**config.mk**
```make
export PLATFORM = sky130hd
export DESIGN_NAME = file_signature_detector_flat
export DESIGN_NICKNAME = d
export VERILOG_FILES = /design/src/sv/sdet_pkg.sv /design/src/sv/sdet_if.sv /design/src/sv/sdet_pcell.sv /design/src/sv/sdet_tcell.sv /design/src/sv/sdet_eval.sv /design/src/sv/file_signature_detector.sv /design/src/flat_wrapper.sv
export SDC_FILE = /design/constraint.sdc
export NUM_CORES = 1
export LEC_CHECK = 0
export BUFFER_PORTS_ARGS = -buffer_cell sky130_fd_sc_hd__buf_4
export CAP_MARGIN = 20
export CORE_MARGIN = 2
export CORE_UTILIZATION = 55
export DETAILED_ROUTE_END_ITERATION = 6
export PLACE_DENSITY = 0.72
export REMOVE_ABC_BUFFERS = 1
export SLEW_MARGIN = 25
export SYNTH_ARGS = -nofsm -noshare
export SYNTH_HDL_FRONTEND = slang
export SYNTH_SLANG_ARGS = --single-unit
```
**constraint.sdc**
```tcl
create_clock -name i_clk -period 2.8 [get_ports i_clk]
set_clock_uncertainty 0.15 [all_clocks]
set_input_delay 0.56 -clock i_clk [delete_from_list [all_inputs] [get_ports i_clk]]
set_output_delay 0.56 -clock i_clk [all_outputs]
set_load 0.005 [all_outputs]
```
**src/sv/sdet_pkg.sv**
```systemverilog
// Package: signature ROM, result type and shared constants for the signature detector.
`timescale 1ns / 1ps

package sdet_pkg;

    localparam int unsigned NUM_SIGS       = 19;
    localparam int unsigned ID_W           = 5;
    localparam int unsigned HDR_ROM_BYTES  = 16;
    localparam int unsigned FTR_ROM_BYTES  = 8;
    localparam int unsigned DEF_MAX_HEADER = 16;
    localparam int unsigned DEF_MAX_FOOTER = 8;

    localparam int unsigned HDR_LEN [NUM_SIGS] = '{
        3, 8, 6, 6, 5, 4, 7, 6, 8, 3, 2, 8, 4, 2, 4, 4, 8, 2, 16
    };

    localparam logic [HDR_ROM_BYTES*8-1:0] HDR_ROM [NUM_SIGS] = '{
        128'hFFD8FF00_00000000_00000000_00000000,
        128'h89504E47_0D0A1A0A_00000000_00000000,
        128'h47494638_37610000_00000000_00000000,
        128'h47494638_39610000_00000000_00000000,
        128'h25504446_2D000000_00000000_00000000,
        128'h504B0304_00000000_00000000_00000000,
        128'h52617221_1A070000_00000000_00000000,
        128'h377ABCAF_271C0000_00000000_00000000,
        128'h504B0304_14000600_00000000_00000000,
        128'h49443300_00000000_00000000_00000000,
        128'hFFFB0000_00000000_00000000_00000000,
        128'h00000020_66747970_00000000_00000000,
        128'h52494646_00000000_00000000_00000000,
        128'h424D0000_00000000_00000000_00000000,
        128'h49492A00_00000000_00000000_00000000,
        128'h4D4D002A_00000000_00000000_00000000,
        128'hD0CF11E0_A1B11AE1_00000000_00000000,
        128'h4D5A0000_00000000_00000000_00000000,
        128'h53514C69_74652066_6F726D61_74203300
    };

    localparam int unsigned FTR_LEN [NUM_SIGS] = '{
        2, 8, 2, 2, 5, 4, 0, 0, 0, 0, 0, 0, 0, 0, 0, 0, 0, 0, 0
    };

    localparam logic [FTR_ROM_BYTES*8-1:0] FTR_ROM [NUM_SIGS] = '{
        64'hFFD90000_00000000,
        64'h49454E44_AE426082,
        64'h003B0000_00000000,
        64'h003B0000_00000000,
        64'h2525454F_46000000,
        64'h504B0506_00000000,
        64'h0, 64'h0, 64'h0, 64'h0, 64'h0, 64'h0, 64'h0,
        64'h0, 64'h0, 64'h0, 64'h0, 64'h0, 64'h0
    };

    typedef struct packed {
        logic            header_found;
        logic [ID_W-1:0] signature_id;
        logic            footer_found;
    } t_result;

    function automatic logic [7:0] hdr_byte(input int unsigned s, input int unsigned k);
        logic [7:0] b;
        b = 8'h00;
        if (k < HDR_ROM_BYTES) begin
            b = HDR_ROM[s][(HDR_ROM_BYTES - 1 - k) * 8 +: 8];
        end
        return b;
    endfunction

    function automatic logic [7:0] ftr_byte(input int unsigned s, input int unsigned k);
        logic [7:0] b;
        b = 8'h00;
        if (k < FTR_ROM_BYTES) begin
            b = FTR_ROM[s][(FTR_ROM_BYTES - 1 - k) * 8 +: 8];
        end
        return b;
    endfunction

endpackage

```
**src/sv/sdet_if.sv**
```systemverilog
// Interfaces: byte input channel and result output channel.
`timescale 1ns / 1ps

interface sdet_in_if;
    logic       valid;
    logic       ready;
    logic [7:0] data_byte;
    logic       last_byte;

    modport source(output valid, output data_byte, output last_byte, input ready);
    modport sink(input valid, input data_byte, input last_byte, output ready);
endinterface

interface sdet_out_if;
    logic                       valid;
    logic                       ready;
    logic                       header_found;
    logic [sdet_pkg::ID_W-1:0]  signature_id;
    logic                       footer_found;

    modport source(output valid, output header_found, output signature_id,
                   output footer_found, input ready);
    modport sink(input valid, input header_found, input signature_id,
                 input footer_found, output ready);
endinterface

```
**src/sv/sdet_pcell.sv**
```systemverilog
// Prefix cell: holds per-signature match bits for one header byte position.
`timescale 1ns / 1ps

module sdet_pcell #(
    parameter int unsigned IDX = 0
) (
    input  logic                          i_clk,
    input  logic                          i_wr,
    input  logic [7:0]                    i_byte,
    output logic [sdet_pkg::NUM_SIGS-1:0] o_match
);

    logic [sdet_pkg::NUM_SIGS-1:0] r_match;
    logic [sdet_pkg::NUM_SIGS-1:0] n_match;

    always_comb begin
        for (int unsigned s = 0; s < sdet_pkg::NUM_SIGS; s++) begin
            if (IDX >= sdet_pkg::HDR_LEN[s]) begin
                n_match[s] = 1'b1;
            end else begin
                n_match[s] = (i_byte == sdet_pkg::hdr_byte(s, IDX));
            end
        end
    end

    always_ff @(posedge i_clk) begin
        if (i_wr) begin
            r_match <= n_match;
        end
    end

    assign o_match = r_match;

endmodule

```
**src/sv/sdet_tcell.sv**
```systemverilog
// Tail cell: one stage of the shift window over the last bytes.
`timescale 1ns / 1ps

module sdet_tcell (
    input  logic       i_clk,
    input  logic       i_shift,
    input  logic [7:0] i_byte,
    output logic [7:0] o_byte
);

    logic [7:0] r_byte;

    always_ff @(posedge i_clk) begin
        if (i_shift) begin
            r_byte <= i_byte;
        end
    end

    assign o_byte = r_byte;

endmodule

```
**src/sv/sdet_eval.sv**
```systemverilog
// Evaluator: combines cell match bits and tail bytes into the first-match result.
`timescale 1ns / 1ps

module sdet_eval #(
    parameter int unsigned MAX_HEADER_LEN = sdet_pkg::DEF_MAX_HEADER,
    parameter int unsigned MAX_FOOTER_LEN = sdet_pkg::DEF_MAX_FOOTER,
    parameter int unsigned CW             = $clog2(MAX_HEADER_LEN + 1)
) (
    input  logic [sdet_pkg::NUM_SIGS-1:0] i_hvec [MAX_HEADER_LEN],
    input  logic [7:0]                    i_tail [MAX_FOOTER_LEN],
    input  logic [CW-1:0]                 i_cnt,
    output sdet_pkg::t_result             o_res
);

    logic [sdet_pkg::NUM_SIGS-1:0] hit;
    logic [sdet_pkg::NUM_SIGS-1:0] fhit;

    always_comb begin
        for (int unsigned s = 0; s < sdet_pkg::NUM_SIGS; s++) begin
            hit[s] = ({1'b0, i_cnt} >= (CW+1)'(sdet_pkg::HDR_LEN[s]));
            for (int unsigned k = 0; k < MAX_HEADER_LEN; k++) begin
                if (k < sdet_pkg::HDR_LEN[s]) begin
                    hit[s] = hit[s] & i_hvec[k][s];
                end
            end
            fhit[s] = (sdet_pkg::FTR_LEN[s] != 0)
                   && ({1'b0, i_cnt} >= (CW+1)'(sdet_pkg::FTR_LEN[s]));
            for (int unsigned i = 0; i < sdet_pkg::FTR_ROM_BYTES; i++) begin
                if (i < sdet_pkg::FTR_LEN[s]) begin
                    fhit[s] = fhit[s] & (i_tail[i] ==
                              sdet_pkg::ftr_byte(s, sdet_pkg::FTR_LEN[s] - 1 - i));
                end
            end
        end
    end

    always_comb begin
        o_res = '0;
        for (int s = sdet_pkg::NUM_SIGS - 1; s >= 0; s--) begin
            if (hit[s]) begin
                o_res.header_found = 1'b1;
                o_res.signature_id = sdet_pkg::ID_W'(s);
                o_res.footer_found = fhit[s];
            end
        end
    end

endmodule

```
**src/sv/file_signature_detector.sv**
```systemverilog
// Top level: file signature detector built from prefix and tail cell chains.
// A last byte sets a pending flag; the result then enters the output register when free.
// One byte per cycle unless stalled; a new buffer may start right after a last byte.
// Input stalls only while a result waits and the output register is full and not taken.
// Reset clears the byte count and the pending and output valid flags;
// cell contents are not reset.
`timescale 1ns / 1ps

module file_signature_detector #(
    parameter int unsigned MAX_HEADER_LEN = sdet_pkg::DEF_MAX_HEADER,
    parameter int unsigned MAX_FOOTER_LEN = sdet_pkg::DEF_MAX_FOOTER
) (
    input  logic        i_clk,
    input  logic        i_rst_n,
    sdet_in_if.sink     i_in,
    sdet_out_if.source  o_out
);

    localparam int unsigned CW = $clog2(MAX_HEADER_LEN + 1);

    logic [CW-1:0]                 r_cnt;
    logic [CW-1:0]                 n_cnt;
    logic [CW-1:0]                 r_fin_cnt;
    logic                          r_eval_vld;
    logic                          r_out_vld;
    sdet_pkg::t_result             r_out;
    sdet_pkg::t_result             eval_res;
    logic                          in_acc;
    logic                          out_free;
    logic                          eval_fire;
    logic [sdet_pkg::NUM_SIGS-1:0] hvec [MAX_HEADER_LEN];
    logic [7:0]                    tail [MAX_FOOTER_LEN];

    assign out_free   = !r_out_vld || o_out.ready;
    assign eval_fire  = r_eval_vld && out_free;
    assign i_in.ready = !r_eval_vld || out_free;
    assign in_acc     = i_in.valid && i_in.ready;

    // advance the saturating count
    always_comb begin
        n_cnt = r_cnt;
        if (r_cnt < CW'(MAX_HEADER_LEN)) begin
            n_cnt = r_cnt + CW'(1);
        end
    end

    for (genvar k = 0; k < MAX_HEADER_LEN; k++) begin : g_pcell
        sdet_pcell #(
            .IDX(k)
        ) u_pcell (
            .i_clk  (i_clk),
            .i_wr   (in_acc && (r_cnt == CW'(k))),
            .i_byte (i_in.data_byte),
            .o_match(hvec[k])
        );
    end

    for (genvar i = 0; i < MAX_FOOTER_LEN; i++) begin : g_tcell
        if (i == 0) begin : g_head
            sdet_tcell u_tcell (
                .i_clk  (i_clk),
                .i_shift(in_acc),
                .i_byte (i_in.data_byte),
                .o_byte (tail[i])
            );
        end else begin : g_body
            sdet_tcell u_tcell (
                .i_clk  (i_clk),
                .i_shift(in_acc),
                .i_byte (tail[i-1]),
                .o_byte (tail[i])
            );
        end
    end

    sdet_eval #(
        .MAX_HEADER_LEN(MAX_HEADER_LEN),
        .MAX_FOOTER_LEN(MAX_FOOTER_LEN),
        .CW            (CW)
    ) u_eval (
        .i_hvec(hvec),
        .i_tail(tail),
        .i_cnt (r_fin_cnt),
        .o_res (eval_res)
    );

    always_ff @(posedge i_clk) begin
        if (!i_rst_n) begin
            r_cnt      <= '0;
            r_eval_vld <= 1'b0;
            r_out_vld  <= 1'b0;
        end else begin
            if (in_acc) begin
                r_cnt <= i_in.last_byte ? '0 : n_cnt;
            end
            if (in_acc && i_in.last_byte) begin
                r_eval_vld <= 1'b1;
            end else if (eval_fire) begin
                r_eval_vld <= 1'b0;
            end
            if (eval_fire) begin
                r_out_vld <= 1'b1;
            end else if (o_out.ready) begin
                r_out_vld <= 1'b0;
            end
        end
    end

    always_ff @(posedge i_clk) begin
        if (in_acc && i_in.last_byte) begin
            r_fin_cnt <= n_cnt;
        end
        if (eval_fire) begin
            r_out <= eval_res;
        end
    end

    assign o_out.valid        = r_out_vld;
    assign o_out.header_found = r_out.header_found;
    assign o_out.signature_id = r_out.signature_id;
    assign o_out.footer_found = r_out.footer_found;

endmodule
```
**src/flat_wrapper.sv**
```systemverilog
// flat-port wrapper written by rule: the top's interface ports become plain ports
module file_signature_detector_flat 
#(
    parameter int unsigned MAX_HEADER_LEN = sdet_pkg::DEF_MAX_HEADER,
    parameter int unsigned MAX_FOOTER_LEN = sdet_pkg::DEF_MAX_FOOTER
)
  (i_clk, i_rst_n, i_in_valid, i_in_data_byte, i_in_last_byte, i_in_ready, o_out_valid, o_out_header_found, o_out_signature_id, o_out_footer_found, o_out_ready);
  sdet_in_if i_in_i ();
  sdet_out_if o_out_i ();
  input  logic i_clk;
  input  logic i_rst_n;
  input wire logic [$bits(i_in_i.valid)-1:0] i_in_valid;
  input wire logic [$bits(i_in_i.data_byte)-1:0] i_in_data_byte;
  input wire logic [$bits(i_in_i.last_byte)-1:0] i_in_last_byte;
  output wire logic [$bits(i_in_i.ready)-1:0] i_in_ready;
  output wire logic [$bits(o_out_i.valid)-1:0] o_out_valid;
  output wire logic [$bits(o_out_i.header_found)-1:0] o_out_header_found;
  output wire logic [$bits(o_out_i.signature_id)-1:0] o_out_signature_id;
  output wire logic [$bits(o_out_i.footer_found)-1:0] o_out_footer_found;
  input wire logic [$bits(o_out_i.ready)-1:0] o_out_ready;
  assign i_in_i.valid = i_in_valid;
  assign i_in_i.data_byte = i_in_data_byte;
  assign i_in_i.last_byte = i_in_last_byte;
  assign i_in_ready = i_in_i.ready;
  assign o_out_valid = o_out_i.valid;
  assign o_out_header_found = o_out_i.header_found;
  assign o_out_signature_id = o_out_i.signature_id;
  assign o_out_footer_found = o_out_i.footer_found;
  assign o_out_i.ready = o_out_ready;
  file_signature_detector #(.MAX_HEADER_LEN(MAX_HEADER_LEN), .MAX_FOOTER_LEN(MAX_FOOTER_LEN)) u_core (.i_clk(i_clk), .i_rst_n(i_rst_n), .i_in(i_in_i), .o_out(o_out_i));
endmodule
```
# Word level (Yosys, flattened, before mapping)
# Index checks and enable logic that the tools add are counted.
word_totals:
  input_bits: 13
  regBits: 189
  output_inout_bits: 9
op_classes:
  bitwise_logic: 127
  n_mux: 25
  magnitude_cmp: 9
  n_addsub: 1
  n_reduce_logical: 33
  n_eq_ne: 92
ops:
  columns: ["cell", "n"]
  rows:
  - ["$eq A8 B7 Y1 const B", 36]
  - ["$eq A8 B8 Y1 const B", 16]
  - ["$and A1 B1 Y1", 127]
  - ["$eq A8 B6 Y1 const B", 13]
  - ["$mux W5", 10]
  - ["$eq A5 B4 Y1 const B", 8]
  - ["$eq A8 B3 Y1 const B", 5]
  - ["$eq A8 B5 Y1 const B", 4]
  - ["$eq A5 B3 Y1 const B", 4]
  - ["$ge A5 B3 Y1 const B", 4]
  - ["$logic_and A1 B1 Y1", 19]
  - ["$reduce_or A18 Y1", 1]
  - ["$eq A8 B4 Y1 const B", 2]
  - ["$logic_not A8 Y1", 2]
  - ["$mux W4", 4]
  - ["$reduce_or A16 Y1", 1]
  - ["$mux W6", 2]
  - ["$eq A5 B2 Y1 const B", 2]
  - ["$ge A5 B2 Y1 const B", 2]
  - ["$eq A8 B2 Y1 const B", 1]
  - ["$reduce_or A8 Y1", 1]
  - ["$mux W7", 1]
  - ["$mux W3", 2]
  - ["$add A5 B1 Y5 const B", 1]
  - ["12 further kinds", 19]

# Longest topological paths before layout
depth:
  depth_word: 36
  mapped_depth: 8
  depth_no_buf: 7

# Hierarchy
# A second synthesis with hierarchy kept.
hier_totals:
  hier_cells: 829
  area_unflattened_um2: 9686.8
by_module_without_submodules:
  columns: ["module", "instances", "cells_each", "area_each_um2", "seq_area_each_um2"]
  rows:
  - ["sdet_tcell", 8, 8, 240.2, 240.2]
  - ["file_signature_detector", 1, 92, 1023.5, 500.5]
  - ["sdet_eval", 1, 160, 1019.7, 0.0]
  - ["sdet_pcell at u_core.g_pcell[0].u_pcell", 1, 47, 636.9, 390.4]
  - ["sdet_pcell at u_core.g_pcell[1].u_pcell", 1, 46, 621.8, 390.4]
  - ["sdet_pcell at u_core.g_pcell[3].u_pcell", 1, 46, 610.6, 330.3]
  - ["sdet_pcell at u_core.g_pcell[2].u_pcell", 1, 45, 595.6, 360.3]
  - ["sdet_pcell at u_core.g_pcell[12].u_pcell ...", 3, 23, 196.4, 30.0]
  - ["sdet_pcell at u_core.g_pcell[4].u_pcell", 1, 43, 535.5, 300.3]
  - ["sdet_pcell at u_core.g_pcell[5].u_pcell", 1, 39, 471.7, 240.2]
  - ["sdet_pcell at u_core.g_pcell[10].u_pcell ...", 2, 23, 192.7, 30.0]
  - ["sdet_pcell at u_core.g_pcell[6].u_pcell", 1, 32, 360.3, 150.1]
  - ["sdet_pcell at u_core.g_pcell[7].u_pcell", 1, 31, 347.8, 150.1]
  - ["sdet_pcell at u_core.g_pcell[8].u_pcell", 1, 23, 190.2, 30.0]
  - ["+2 rows", null, null, null, null]

# Worst setup path before layout
# No wires, ideal clock.
synth_timing:
  kind: "in2reg"
  start: "input o_out_ready"
  end: "register u_core.r_fin_cnt[0] (enable)"
  stages: 6
  path_slack_ns: -0.277
  t_arrival_ns: 2.615
  setup_ns: 0.313
  n_path_buf: 0
  required_time_ns: 2.337
  path_cell_list: "nor2b_1 -> nand2_1 -> nand2_1 -> inv_1 -> nand2_1 -> inv_1"
synth_via:
  elab_chain_cells: 4
synth_lines:
  columns: ["item", "line_no", "source"]
  rows:
  - ["start: declaration", "flat_wrapper.sv:20", "input wire logic [$bits(o_out_i.ready)-1:0] o_out_ready;"]
  - ["$logic_or A1 B1 Y1", "file_signature_detector.sv:34", "assign out_free = !r_out_vld || o_out.ready;"]
  - ["$logic_or A1 B1 Y1", "file_signature_detector.sv:36", "assign i_in.ready = !r_eval_vld || out_free;"]
  - ["via i_in_ready", "flat_wrapper.sv:15", "output wire logic [$bits(i_in_i.ready)-1:0] i_in_ready;"]
  - ["$logic_and A1 B1 Y1", "file_signature_detector.sv:37", "assign in_acc = i_in.valid && i_in.ready;"]
  - ["via u_core.g_tcell[0].g_head.u_tcell.i_shift", "sdet_tcell.sv:6", "input logic i_shift,"]
  - ["$logic_and A1 B1 Y1", "file_signature_detector.sv:110", "if (in_acc && i_in.last_byte) begin"]
  - ["end signal: assignment", "file_signature_detector.sv:111", "r_fin_cnt <= n_cnt;"]
  - ["end: declaration", "file_signature_detector.sv:23", "logic [CW-1:0] r_fin_cnt;"]
# The timed path passes the listed nets, and every way through them passes these cells.
# A chain may end at the register's enable or synchronous reset.

# Final worst setup path
layout_timing:
  start: "register u_core.r_fin_cnt[1]"
  end: "register u_core.r_out (netlist bit u_core.o_out.header_found) (data pin)"
layout_via:
  elab_chain_cells: 18
  word_cells_on_any_way: 116
layout_lines:
  columns: ["item", "line_no", "source"]
  rows:
  - ["$ge A5 B5 Y1", "sdet_eval.sv:20", "hit[s] = ({1'b0, i_cnt} >= (CW+1)'(sdet_pkg::HDR_LEN[s]));"]
  - ["$and A1 B1 Y1 (16 in a row)", "sdet_eval.sv:23", "hit[s] = hit[s] & i_hvec[k][s];"]
  - ["$mux W7", "sdet_eval.sv:40", "if (hit[s]) begin"]
  - ["end signal: assignment", "file_signature_detector.sv:114", "r_out <= eval_res;"]
  - ["end: declaration", "file_signature_detector.sv:26", "sdet_pkg::t_result r_out;"]
# Several ways; a longest one is shown, not always the timed one.

==> results.sh <==
export IMPL_outcome="completed"
export IMPL_r2r_setup_slack_ns=0.51
export IMPL_hold_end="u_core.g_tcell[0].g_head.u_tcell.o_byte[6]"
export IMPL_ys_seq_area_share_pct=73.6
export IMPL_clkSlewWorstSetupHoldPaths_ns=0.06
export IMPL_remaining_drc_errors=0
export IMPL_peakVddDrop_v=0.000449
export IMPL_place_worst_setup_slack_ns=0.496
export IMPL_max_cap_violations=0
export IMPL_final_setup_viol_count=0
export IMPL_grt_start_max_net_pins=66
export IMPL_pin_count=22
export IMPL_synth_top_area_share_pct=71.6
export IMPL_rows=40
export IMPL_yosys_top_cells_area="edfxtp_1 72%, nor2_1 4.2%, nand2_1 2.7%"
export IMPL_grtUsageMet2_pct=34.9
export IMPL_place_inst=663
export IMPL_leakagePower_uw=0.00251
export IMPL_layout_nets=552
export IMPL_core_area_mm2=0.0120
export IMPL_yosys_warnings=0
export IMPL_syn_area_mm2=0.00676
export IMPL_drive_gt1_share_pct=13.3
export IMPL_fin_crit_ns=2.29
export IMPL_yosys_register_bits=168
export IMPL_grt_overflow=0
export IMPL_clock_root_buffer="clkbuf_16"
export IMPL_cts_max_level=4
export IMPL_p_per_area_mw_per_mm2=679
export IMPL_use_met3_pct=4.85
export IMPL_min_from="i_in_data_byte[6]"
export IMPL_worst_r2r_cell_count=6
export IMPL_r2r_end="u_core.o_out.header_found"
export IMPL_firstDrtPassIters=5
export IMPL_cts_buffers=17
export IMPL_cts_hold_buffers=0
export IMPL_yosysMostFrequentCell="edfxtp_1"
export IMPL_post_cts_setup_buffers=0
export IMPL_start_util_pct=56.2
export IMPL_dr_first_iter_drc_count=466
export IMPL_ys_flop_type="edfxtp_1"
export IMPL_startpoint_type="flip-flop"
export IMPL_drt_wl_total_um=15200
export IMPL_hold_viol_final=0
export IMPL_setup_ws_ns=0.515
export IMPL_clk_latency_ns=0.43
export IMPL_clock_path_buffers=2
export IMPL_die_area_mm2=0.0132
export IMPL_use_met1_pct=37.0
export IMPL_fp_dieW_um=115
export IMPL_slew_violations=0
export IMPL_cp_max_fo=8
export IMPL_n_antenna_cell=0
export IMPL_arrival_ns=2.31
export IMPL_synthArstFlopShare_pct=0
export IMPL_fin_cells=695
export IMPL_grt_pass1_wl_um=23200
export IMPL_worst_pin_slew_ns=0.791
export IMPL_r2r_start="u_core.r_fin_cnt[1]"
export IMPL_fmax_mhz=438
export IMPL_yosysTopAreaCell="edfxtp_1"
export IMPL_vias=4327
export IMPL_path_class="reg -> reg"
export IMPL_cp_required_ns=2.83
export IMPL_rsz0062_at_grt="false"
export IMPL_synth_cell_types=53
export IMPL_globalplace_congestion=0.951
export IMPL_syn_area_per_cell_um2=13.7
export IMPL_hold_class="in -> reg"
export IMPL_wl_per_cell_um=21.8
export IMPL_cts_resized=0
export IMPL_clock_sinks=168
export IMPL_placement_io_buffers=21
export IMPL_period_share_pct=81.6
export IMPL_end_kind="flip-flop"
export IMPL_relSlewSlack_pct=47.0
export IMPL_die_h_um=115
export IMPL_hold_depth=1
export IMPL_area_growth_pct=14.0
export IMPL_postSynthCellCount=494
export IMPL_busiest_layer="met1"
export IMPL_grt_pass1_vias=4047
export IMPL_synthTopCellsByCount="161 x edfxtp_1, 76 x nor2_1, 48 x nand2_1, 25 x nor3_1, 24 x nand4_1"
export IMPL_post_dp_hpwl_um=10800
export IMPL_antenna_left=0
export IMPL_cts_tree="built"
export IMPL_synth_edf_count=161
export IMPL_grt_usage_pct=24.4
export IMPL_routed_via_density=6.23
export IMPL_antenna_found_initial=0
==> cell type report <==
class,count,area [um2]
Clock inverter,14,124
Clock buffer,18,429
Tap cell,147,184
Multi-Input combinational cell,312,1730
Inverter,5,18.8
Fill cell,864,4310
Timing Repair Buffer,31,245
Sequential cell,168,4970
==> power by group <==
part           switching [uW]  internal (uW)
clock network             955           1230
registers                51.1           2820
logic                     114           59.5
==> per-layer routing <==
metal	vias to the layer above	routed length (um)	share of wire [%]
li1	1974	-	-
met1	2100	6890	45
met2	225	6710	44
met3	28	1200	7.9
met4	0	366	2.4
met5	-	0	0
==> cells in the final DEF, fill, tap and decap left out, drive strengths merged, types with 2 or more instances in the layout <==
| cell | Yosys | final |
|---|---|---|
| o21a | 2 | 2 |
| nor2b | 11 | 11 |
| or2 | 2 | 2 |
| o21ai | 7 | 7 |
| edfxtp | 161 | 161 |
| o32ai | 2 | 2 |
| ha | 4 | 4 |
| nor3 | 26 | 26 |
| nand4b | 2 | 2 |
| nand2 | 48 | 48 |
| clkbuf | 6 | 18 |
| xnor2 | 3 | 3 |
| a21oi | 13 | 13 |
| or3 | 2 | 2 |
| nor4 | 9 | 9 |
| nand4 | 24 | 24 |
| and4 | 3 | 3 |
| clkinvlp | 0 | 4 |
| clkinv | 0 | 5 |
| a21boi | 3 | 3 |
| or4b | 2 | 2 |
| a211oi | 2 | 2 |
| and3 | 6 | 6 |
| inv | 5 | 9 |
| dfxtp | 7 | 7 |
| nor2 | 77 | 77 |
| buf | 3 | 31 |
| nor3b | 3 | 3 |
| and2 | 3 | 3 |
| nor4b | 6 | 6 |
| nor4bb | 6 | 6 |
| nand2b | 10 | 10 |
| nand3 | 24 | 24 |
==> how the worst max path moves through the flow <==
stage	start	to	slack [ns]	cells after the start
5_1_grt	u_core.r_fin_cnt[1]	u_core.o_out.header_found	0.36	6
3_3_place_gp	o_out_ready	u_core.g_pcell[7].u_pcell.o_match[16]	0.56	7
6_report	u_core.r_fin_cnt[1]	u_core.o_out.header_found	0.51	6
3_5_place_dp	o_out_ready	u_core.g_pcell[7].u_pcell.o_match[16]	0.50	7
2_1_floorplan	o_out_ready	u_core.r_fin_cnt[0]	-0.28	6
4_1_cts	u_core.r_fin_cnt[1]	u_core.o_out.header_found	0.55	6
==> kinds of logic (layout without fill, tap and decap cells) <==
group,Yosys count,after routing,synth area share [%]
simple gates,265,265,20.3
flops,168,168,73.6
compound gates,39,39,3.80
buf+inv,14,68,0.963
fa+ha+maj,4,4,0.741
xor+xnor,3,3,0.389
mux,1,1,0.167
==> per-stage QoR <==
step	power [uW]	utilization (%)	setup TNS (ns)	instance area (um2)	hold WS, ns
2_1_floorplan	3000	-	-1.49	6710	0.267
3_3_place_gp	3090	59.5	0	7150	0.276
3_5_place_dp	3100	59.5	0	7150	0.274
4_1_cts	5260	64.1	0	7700	0.208
5_1_grt	5380	64.1	0	7700	0.208
6_report	5230	64.1	0	7700	0.217
==> state kept, by name, summed over array words and instances (netlist names) <==
register,flops
u_core.o_out.footer_found,1
u_core.o_out.header_found,1
u_core.g_tcell.g_head.u_tcell.o_byte,8
u_core.g_pcell.u_pcell.o_match,85
u_core.r_fin_cnt,5
u_core.g_tcell.g_body.u_tcell.o_byte,56
u_core.r_eval_vld,1
u_core.o_out.signature_id,5
u_core.o_out.valid,1
u_core.r_cnt,5
==> critical path, stage by stage (launching register included) <==
cell and delay [ns]:
edfxtp_1 0.50, a211oi_1 0.43, nor3_1 0.15, or2_2 0.34, nor2_1 0.16, nand3_2 0.09, or2_1 0.21
Note: power is estimated with default switching activity, not from simulation.
